<file path="config.mk">
export PLATFORM = sky130hd
export DESIGN_NAME = color_string_parser_unit
export DESIGN_NICKNAME = d
export VERILOG_FILES = /design/src/rtl/csp_pkg.sv /design/src/rtl/color_string_parser_unit.sv /design/src/rtl/csp_apb_regs.sv /design/src/rtl/csp_char_logic.sv
export SDC_FILE = /design/constraint.sdc
export NUM_CORES = 1
export LEC_CHECK = 0
export ABC_AREA = 1
export CELL_PAD_IN_SITES_DETAIL_PLACEMENT = 0
export CELL_PAD_IN_SITES_GLOBAL_PLACEMENT = 1
export CORE_MARGIN = 5
export CORE_UTILIZATION = 46
export CTS_CLUSTER_DIAMETER = 120
export CTS_CLUSTER_SIZE = 30
export DETAILED_ROUTE_END_ITERATION = 8
export DONT_BUFFER_PORTS = 1
export GPL_TIMING_DRIVEN = 0
export HOLD_SLACK_MARGIN = 0.08
export PLACE_DENSITY = 0.77
export SLEW_MARGIN = 25
export SYNTH_ARGS = -nofsm -noshare
export SYNTH_HDL_FRONTEND = slang
export SYNTH_SLANG_ARGS = --single-unit
</file>
<file path="constraint.sdc">
create_clock -name clk -period 4.8 [get_ports clk]
set_clock_uncertainty 0.15 [all_clocks]
set_input_delay 0.24 -clock clk [delete_from_list [all_inputs] [get_ports clk]]
set_output_delay 0.24 -clock clk [all_outputs]
set_load 0.05 [all_outputs]
</file>
<file path="src/rtl/csp_pkg.sv">
// shared types and constants for the color string parser
// no dependencies; imported by every module of the block
`timescale 1ns / 1ps
`default_nettype none

package csp_pkg;

  // string form decided by the first characters
  typedef enum logic [1:0] {
    FORM_NONE = 2'd0,
    FORM_HEX  = 2'd1,
    FORM_RGB  = 2'd2,
    FORM_RGBA = 2'd3
  } form_t;

  // result error codes
  typedef enum logic [2:0] {
    ERR_NONE     = 3'd0,
    ERR_FORM     = 3'd1,
    ERR_HEX_LEN  = 3'd2,
    ERR_BAD_CHAR = 3'd3,
    ERR_PARTS    = 3'd4,
    ERR_RANGE    = 3'd5,
    ERR_NO_CLOSE = 3'd6
  } err_t;

  // register map, word index taken from paddr[2]
  localparam logic REG_USE_FALLBACK   = 1'b0;
  localparam logic REG_FALLBACK_COLOR = 1'b1;

  localparam int unsigned PADDR_W = 3;

  localparam logic [3:0] POS_MAX   = 4'hf;
  localparam logic [8:0] PART_SAT  = 9'd256;
  localparam logic [8:0] PART_MAX  = 9'd255;
  localparam logic [7:0] ALPHA_OPAQUE = 8'hff;

  localparam logic [7:0] CH_HASH  = 8'h23;
  localparam logic [7:0] CH_LPAR  = 8'h28;
  localparam logic [7:0] CH_RPAR  = 8'h29;
  localparam logic [7:0] CH_COMMA = 8'h2c;
  localparam logic [7:0] CH_0     = 8'h30;
  localparam logic [7:0] CH_9     = 8'h39;
  localparam logic [7:0] CH_UA    = 8'h41;
  localparam logic [7:0] CH_UF    = 8'h46;
  localparam logic [7:0] CH_A     = 8'h61;
  localparam logic [7:0] CH_B     = 8'h62;
  localparam logic [7:0] CH_F     = 8'h66;
  localparam logic [7:0] CH_G     = 8'h67;
  localparam logic [7:0] CH_R     = 8'h72;

  // per-string parse state
  typedef struct packed {
    form_t       form;
    logic [3:0]  pos;
    logic [31:0] hex;
    logic [1:0]  part_idx;
    logic [8:0]  red;
    logic [8:0]  green;
    logic [8:0]  blue;
    logic [8:0]  alpha;
    err_t        err;
    logic        close_seen;
  } parse_state_t;

  // configuration seen by the datapath
  typedef struct packed {
    logic        use_fallback;
    logic [31:0] fallback_color;
  } cfg_t;

endpackage

`default_nettype wire

</file>
<file path="src/rtl/color_string_parser_unit.sv">
// top level of the color string parser: input stage, parse state, result register
// depends on csp_pkg, csp_apb_regs, csp_char_logic
`timescale 1ns / 1ps
`default_nettype none

// channel   | signals                          | beat
// ----------+----------------------------------+------------------------------------
// input     | in_valid, in_ready, ch, last     | one character, last marks string end
// result    | out_valid, out_ready, color,     | one result per string, on its last
//           | error, error_code                | character
// config    | psel, penable, pwrite, paddr,    | apb write/read, word 0 use_fallback,
//           | pwdata, prdata, pready           | word 1 fallback_color
//
// one character per cycle sustained unless a stalled result holds a last character;
// a result is registered through the input stage register, then the result register
// the character step is a single pass of compare/shift/multiply-by-ten logic
// rst is synchronous: clears config, parse state and both valid flags
// a stalled result only holds back a last character; plain characters keep
// flowing through the parse state while the result waits

module color_string_parser_unit (
  input  wire logic                        clk,
  input  wire logic                        rst,
  // character channel
  input  wire logic                        in_valid,
  output logic                             in_ready,
  input  wire logic [7:0]                  ch,
  input  wire logic                        last,
  // result channel
  output logic                             out_valid,
  input  wire logic                        out_ready,
  output logic [31:0]                      color,
  output logic                             error,
  output logic [2:0]                       error_code,
  // configuration port
  input  wire logic                        psel,
  input  wire logic                        penable,
  input  wire logic                        pwrite,
  input  wire logic [csp_pkg::PADDR_W-1:0] paddr,
  input  wire logic [31:0]                 pwdata,
  output logic      [31:0]                 prdata,
  output logic                             pready
);
  import csp_pkg::*;

  cfg_t         cfg;
  parse_state_t state;
  parse_state_t state_next;

  // input stage
  logic       stg_valid;
  logic [7:0] stg_ch;
  logic       stg_last;
  logic       stg_adv;

  // result of the staged character
  logic [31:0] res_color;
  logic        res_error;
  err_t        res_code;

  csp_apb_regs u_regs (
    .clk     (clk),
    .rst     (rst),
    .psel    (psel),
    .penable (penable),
    .pwrite  (pwrite),
    .paddr   (paddr),
    .pwdata  (pwdata),
    .prdata  (prdata),
    .pready  (pready),
    .cfg     (cfg)
  );

  csp_char_logic u_logic (
    .st         (state),
    .cfg        (cfg),
    .ch         (stg_ch),
    .last       (stg_last),
    .st_next    (state_next),
    .color      (res_color),
    .error      (res_error),
    .error_code (res_code)
  );

  // a plain character always moves on; a last one needs a free result slot
  assign stg_adv  = stg_valid && (!stg_last || !out_valid || out_ready);
  assign in_ready = !stg_valid || stg_adv;

  always_ff @(posedge clk) begin
    if (rst) begin
      stg_valid <= 1'b0;
    end else if (in_ready) begin
      stg_valid <= in_valid;
    end
  end

  always_ff @(posedge clk) begin
    if (in_ready && in_valid) begin
      stg_ch   <= ch;
      stg_last <= last;
    end
  end

  // parse state advances once per staged character
  always_ff @(posedge clk) begin
    if (rst) begin
      state <= '0;
    end else if (stg_adv) begin
      state <= state_next;
    end
  end

  // result register
  always_ff @(posedge clk) begin
    if (rst) begin
      out_valid <= 1'b0;
    end else if (stg_adv && stg_last) begin
      out_valid <= 1'b1;
    end else if (out_ready) begin
      out_valid <= 1'b0;
    end
  end

  always_ff @(posedge clk) begin
    if (stg_adv && stg_last) begin
      color      <= res_color;
      error      <= res_error;
      error_code <= res_code;
    end
  end

  // string end leaves a clean parse state
  a_clear_after_last: assert property (@(posedge clk) disable iff (rst)
    stg_adv && stg_last |=> state == parse_state_t'('0))
    else $error("parse state not cleared after last character");

  // error flag and code agree on every result
  a_error_consistent: assert property (@(posedge clk) disable iff (rst)
    out_valid |-> (error == (error_code != ERR_NONE)))
    else $error("error flag disagrees with error code");

  // character count steps by one per plain character until it saturates
  a_pos_counts: assert property (@(posedge clk) disable iff (rst)
    stg_adv && !stg_last && (state.pos != POS_MAX)
    |=> state.pos == $past(state.pos) + 4'd1)
    else $error("character position did not advance");

  // a waiting result is never overwritten
  a_no_overwrite: assert property (@(posedge clk) disable iff (rst)
    out_valid && !out_ready |-> !(stg_adv && stg_last))
    else $error("result overwritten while stalled");

endmodule

`default_nettype wire

</file>
<file path="src/rtl/csp_apb_regs.sv">
// apb register file: use_fallback and fallback_color
// depends on csp_pkg
`timescale 1ns / 1ps
`default_nettype none

module csp_apb_regs (
  input  wire logic                        clk,
  input  wire logic                        rst,
  input  wire logic                        psel,
  input  wire logic                        penable,
  input  wire logic                        pwrite,
  input  wire logic [csp_pkg::PADDR_W-1:0] paddr,
  input  wire logic [31:0]                 pwdata,
  output logic      [31:0]                 prdata,
  output logic                             pready,
  output csp_pkg::cfg_t                    cfg
);
  import csp_pkg::*;

  logic wr_en;

  assign wr_en  = psel & penable & pwrite;
  assign pready = 1'b1;

  always_ff @(posedge clk) begin
    if (rst) begin
      cfg <= '0;
    end else if (wr_en) begin
      unique case (paddr[2])
        REG_USE_FALLBACK:   cfg.use_fallback   <= pwdata[0];
        REG_FALLBACK_COLOR: cfg.fallback_color <= pwdata;
        default:            cfg <= cfg;
      endcase
    end
  end

  always_comb begin
    unique case (paddr[2])
      REG_USE_FALLBACK:   prdata = {31'd0, cfg.use_fallback};
      REG_FALLBACK_COLOR: prdata = cfg.fallback_color;
      default:            prdata = '0;
    endcase
  end

endmodule

`default_nettype wire

</file>
<file path="src/rtl/csp_char_logic.sv">
// per-character next-state and end-of-string result logic
// depends on csp_pkg
`timescale 1ns / 1ps
`default_nettype none

module csp_char_logic (
  input  wire csp_pkg::parse_state_t st,
  input  wire csp_pkg::cfg_t         cfg,
  input  wire logic [7:0]            ch,
  input  wire logic                  last,
  output csp_pkg::parse_state_t      st_next,
  output logic [31:0]                color,
  output logic                       error,
  output csp_pkg::err_t              error_code
);
  import csp_pkg::*;

  // decimal part update, saturating at 256
  function automatic logic [8:0] acc_part(input logic [8:0] v, input logic [3:0] d);
    logic [12:0] n;
    n = ({4'd0, v} << 3) + ({4'd0, v} << 1) + {9'd0, d};
    return (n > {4'd0, PART_SAT}) ? PART_SAT : n[8:0];
  endfunction

  parse_state_t s;
  logic         is_dec;
  logic         hex_ok;
  logic [3:0]   hex_val;
  logic [3:0]   dec_val;
  logic [1:0]   last_idx;
  err_t         err;
  logic [7:0]   a_byte;

  assign is_dec  = (ch >= CH_0) && (ch <= CH_9);
  assign dec_val = 4'(ch - CH_0);

  always_comb begin
    hex_ok  = 1'b1;
    hex_val = dec_val;
    if (is_dec) begin
      hex_val = dec_val;
    end else if ((ch >= CH_A) && (ch <= CH_F)) begin
      hex_val = 4'(ch - CH_A + 8'd10);
    end else if ((ch >= CH_UA) && (ch <= CH_UF)) begin
      hex_val = 4'(ch - CH_UA + 8'd10);
    end else begin
      hex_ok  = 1'b0;
    end
  end

  assign last_idx = (st.form == FORM_RGBA) ? 2'd3 : 2'd2;

  // character step
  always_comb begin
    s = st;
    if (st.err == ERR_NONE) begin
      if (st.pos == 4'd0) begin
        if (ch == CH_HASH) begin
          s.form = FORM_HEX;
        end else if ((ch == CH_R) && !cfg.use_fallback) begin
          s.form = FORM_RGB;
        end else begin
          s.err = ERR_FORM;
        end
      end else if (st.form == FORM_HEX) begin
        if (!hex_ok) s.err = ERR_BAD_CHAR;
        else         s.hex = {st.hex[27:0], hex_val};
      end else if ((st.form == FORM_RGB) && (st.pos <= 4'd3)) begin
        if (st.pos == 4'd1) begin
          if (ch != CH_G) s.err = ERR_FORM;
        end else if (st.pos == 4'd2) begin
          if (ch != CH_B) s.err = ERR_FORM;
        end else if (ch == CH_A) begin
          s.form = FORM_RGBA;
        end else if (ch != CH_LPAR) begin
          s.err = ERR_FORM;
        end
      end else if ((st.form == FORM_RGBA) && (st.pos == 4'd4)) begin
        if (ch != CH_LPAR) s.err = ERR_FORM;
      end else begin
        // part list body
        if (st.close_seen) begin
          s.err = ERR_BAD_CHAR;
        end else if (ch == CH_RPAR) begin
          s.close_seen = 1'b1;
        end else if (ch == CH_COMMA) begin
          if (st.part_idx >= last_idx) s.err = ERR_PARTS;
          else                         s.part_idx = st.part_idx + 2'd1;
        end else if (is_dec) begin
          unique case (st.part_idx)
            2'd0: s.red   = acc_part(st.red, dec_val);
            2'd1: s.green = acc_part(st.green, dec_val);
            2'd2: s.blue  = acc_part(st.blue, dec_val);
            default: s.alpha = acc_part(st.alpha, dec_val);
          endcase
        end else begin
          s.err = ERR_BAD_CHAR;
        end
      end
    end
    if (st.pos != POS_MAX) s.pos = st.pos + 4'd1;
  end

  // end-of-string checks, pos is the count before this character
  always_comb begin
    err    = s.err;
    color  = '0;
    a_byte = (s.form == FORM_RGB) ? ALPHA_OPAQUE : s.alpha[7:0];
    if (s.err == ERR_NONE) begin
      if (s.form == FORM_HEX) begin
        if (st.pos == 4'd6)      color = {ALPHA_OPAQUE, s.hex[23:0]};
        else if (st.pos == 4'd8) color = s.hex;
        else                     err = ERR_HEX_LEN;
      end else if (cfg.use_fallback) begin
        err = ERR_FORM;
      end else if (((s.form == FORM_RGB) && (st.pos < 4'd3)) ||
                   ((s.form == FORM_RGBA) && (st.pos < 4'd4)) ||
                   (s.form == FORM_NONE)) begin
        err = ERR_FORM;
      end else if (!s.close_seen) begin
        err = ERR_NO_CLOSE;
      end else if ((s.red > PART_MAX) || (s.green > PART_MAX) ||
                   (s.blue > PART_MAX) || (s.alpha > PART_MAX)) begin
        err = ERR_RANGE;
      end else begin
        color = {a_byte, s.red[7:0], s.green[7:0], s.blue[7:0]};
      end
    end
    if (err != ERR_NONE) color = cfg.use_fallback ? cfg.fallback_color : 32'd0;
    error      = (err != ERR_NONE);
    error_code = err;
    st_next    = last ? parse_state_t'('0) : s;
  end

endmodule

`default_nettype wire

</file>
==> flow_summary_export.csv <==
group,metric,value,unit
run_status,status,"finished clean",
finish,instances_no_fill,2201,
clock_tree,cts_tree,"built",
route,final_antenna_net_count,0,
timing,finalCritPeriodShare,94.81,%
hold_path,hold_path_class,"input port to register",
grt,grt_use_total,25.33,%
clock_tree,cts.hold.buffers_added,48,
finish,synthToLayoutAreaGrowth,13.27,%
timing,slew_violations,0,
synthesis,syn_nets,1931,
synthesis,syn_inst,1790,
worst_setup_path,path_delay_family,"simple AND/OR/NAND/NOR gates",
pwr,power,3287,uW
grt,grt_pass1_wl,57370,um
hold_path,hold_depth,3,
worst_setup_path,crit_top_cell,"nand2_1",
pwr,pwr_density_cell,249.5,nW/um^2
clock_tree,cts_max_level,4,
synthesis,synthArstFlopShare,0,%
placement,dp_hpwl,28480,um
finish,regArea,3654,sq um
die,io_pins,122,
timing,rsz0062_at_grt,"no",
timing,finalCriticalPeriod,4.551,ns
synthesis,synth-seq-cells,160,
die,die_w,169.0,um
finish,drive_above_1_share,5.131,%
route,drc_errors,0,
grt,grt_max_degree,36,
worst_setup_path,crit_fanout,10,
job,maxCapViolations,0,
die,core_area,25040,sq um
timing,tns,0,ns
synthesis,ys.flop_type,"dfxtp_1",
finish,final_util,52.63,%
synthesis,syn_area_per_cell,6.499,sq um
clock_tree,cts_setup_buffers,0,
clock_tree,cts_resized,0,
clock_tree,cts-root-buf,"clkbuf_16",
synthesis,synth_edf_count,45,
worst_setup_path,arrival,4.59,ns
die,die_h,169.0,um
clock_tree,clkSinkCount,160,
grt,first_global_vias,10720,
placement,port_buffers,0,
route,routed_via_density,5.168,
pwr,vdd_drop_max,193.2,uV
die,num_rows,58,
finish,nFillCells,2655,
route,post_drt_wl_per_cell,16.59,um
synthesis,ys_warn_count,0,
placement,placed_cells,2121,
grt,grt-ovfl-total,0,
timing,setup_violations,0,
worst_setup_path,end_kind,"register",
worst_setup_path,required,4.83,ns
synthesis,yosysSeqAreaShare,31.40,%
finish,layout.nets,1999,
clock_tree,insertion_delay,0.44,ns
timing,fmax,0.2197,GHz
clock_tree,clk_pin_slew,0.07,ns
worst_setup_path,cp_slowest_cell,"clkbuf_1",
worst_setup_path,worstSetupPathType,"register to register",
timing,timing.hold.ws,0.1994,ns
timing,relSlewSlack,46.93,%
timing,hold_violations,0,
worst_setup_path,slowest_delay,0.57,ns
finish,multi_input_area,6744,sq um
grt,antenna_found_initial,0,
worst_setup_path,crit_buf_inv,3,
synthesis,synth_cell_type_count,52,
synthesis,netlist_area,11630,sq um
die,start_util,46.47,%
clock_tree,cts_buffers,17,
finish,insertedDiodeCount,0,
worst_setup_path,crit_chain,"clkbuf_1 -> inv_1 -> ha_1 -> nand2_1 -> nand3_1 -> nand2_2 -> nand2_1 -> nand3_1 -> nand2_1 -> nand2_1 -> nand3_2 -> nand2_1 -> nor2_4 -> nand2_1 -> clkbuf_1 -> o21ai_0 -> o21ai_0 -> nand2_1",
route,vias,11380,
worst_setup_path,crit_cells,18,
pwr,power.leakage,0.006727,uW
route,drt-total-wl,36510,um
route,drt_iter0_drc,787,
timing,worst-slew-pin-transition,0.7960,ns
worst_setup_path,critPathLaunchType,"register",
worst_setup_path,r2r_cells,18,
placement,gp_congestion,0.9701,
clock_tree,clock_path_buffers,2,
route,drt_pass1_iterations,5,
die,die-area,28570,sq um
==> Yosys cell counts, drive strengths merged (2+ instances only) <==
cell type	number	area, sq um
a211oi	5	37.54
a21boi	2	26.28
a21o	2	15.01
a21oi	146	745.7
a22oi	3	22.52
a31oi	3	33.78
a32o	2	20.02
and2	4	25.02
buf	11	80.07
clkbuf	58	217.7
dfxtp	115	2302
edfxtp	45	1351
fa	8	160.2
ha	82	1026
inv	250	938.4
mux2i	2	20.02
nand2	593	2246
nand3	122	643.1
nand3b	3	22.52
nand4	25	168.9
nor2	152	629.3
nor3	10	50.05
o21ai	102	514.3
o21bai	2	15.01
o31ai	5	37.54
or2	14	87.59
xnor2	7	61.31
xor2	12	105.1
==> path summary, 6_finish.rpt <==
| kind | to | slack, ns | from |
|---|---|---|---|
| worst max-delay path | color[18] | 0.25 | stg_ch[0] |
| worst min-delay path | u_regs.cfg[32] | 0.20 | paddr[2] |
| worst max register to register | color[18] | 0.25 | stg_ch[0] |
| worst min register to register | state[72] | 0.31 | state[72] |
==> stage by stage <==
stage          worst slack (ns)  area (sq um)
2_1_floorplan             1.312         11630
3_3_place_gp             0.3779         12050
3_5_place_dp             0.4023         12070
4_1_cts                  0.3759         13180
5_1_grt                 0.05952         13180
6_report                 0.2490         13180
==> layout by cell type, fill, tap and decap left out, types with 8 or more instances in the layout <==
master         netlist  routed
nand2_1            587     587
inv_1              236     235
nor2_1             144     144
a21oi_1            144     144
nand3_1            117     117
dfxtp_1            115     115
o21ai_0             97      97
ha_1                82      82
clkbuf_1            58      59
dlygate4sd3_1        0      48
edfxtp_1            45      45
nand4_1             23      23
clkbuf_16            0      20
inv_2               14      15
or2_2               13      13
xor2_1              12      12
nor3_1              10      10
buf_4                8       8
fa_1                 8       8
==> state kept, by name, indices dropped and copies added, names as in the netlist <==
name / count
out_valid: 1
stg_valid: 1
stg_last: 1
stg_ch: 8
color: 32
u_regs.cfg: 33
state: 80
error_code: 3
error: 1
==> power by group <==
part	total, uW	switching (uW)	internal (uW)
logic	336	240	96.1
registers	1480	65.7	1420
clock network	1470	637	833
total	3290	943	2340
==> cells by family after synthesis <==
logic type / share of synthesized area (%)
simple gates: 33.39
buf+inv: 10.63
compound gates: 12.74
flops: 31.40
fa+ha+maj: 10.20
xor+xnor: 1.430
mux: 0.1721
other cells: 0.03223
==> worst register-to-register path: stages, from the launching register on <==
cell      delay [ns]
edfxtp_1        0.38
clkbuf_1        0.57
inv_1           0.47
ha_1            0.36
nand2_1         0.07
nand3_1         0.09
nand2_2         0.23
nand2_1         0.11
nand3_1         0.27
nand2_1         0.09
nand2_1         0.11
nand3_2         0.15
nand2_1         0.17
nor2_4          0.08
nand2_1         0.11
clkbuf_1        0.41
o21ai_0         0.20
o21ai_0         0.17
nand2_1         0.11
==> metal layers <==
layer | global-route usage [%] | routed length (um) | up-vias
li1 | - | - | 5856
met1 | 35.45 | 17240 | 5216
met2 | 40.37 | 16680 | 252
met4 | 8.225 | 993 | 0
met5 | 0 | 0 | -
met3 | 3.690 | 1592 | 51
==> final cells by class <==
cell class,count,area share [%]
Tap cell,330,3.133
Clock inverter,11,0.9590
Multi-Input combinational cell,1311,51.18
Inverter,250,7.121
Buffer,69,2.260
Timing Repair Buffer,49,3.798
Clock buffer,21,3.826
Sequential cell,160,27.73
No activity file was read; power rests on OpenSTA's default activity.
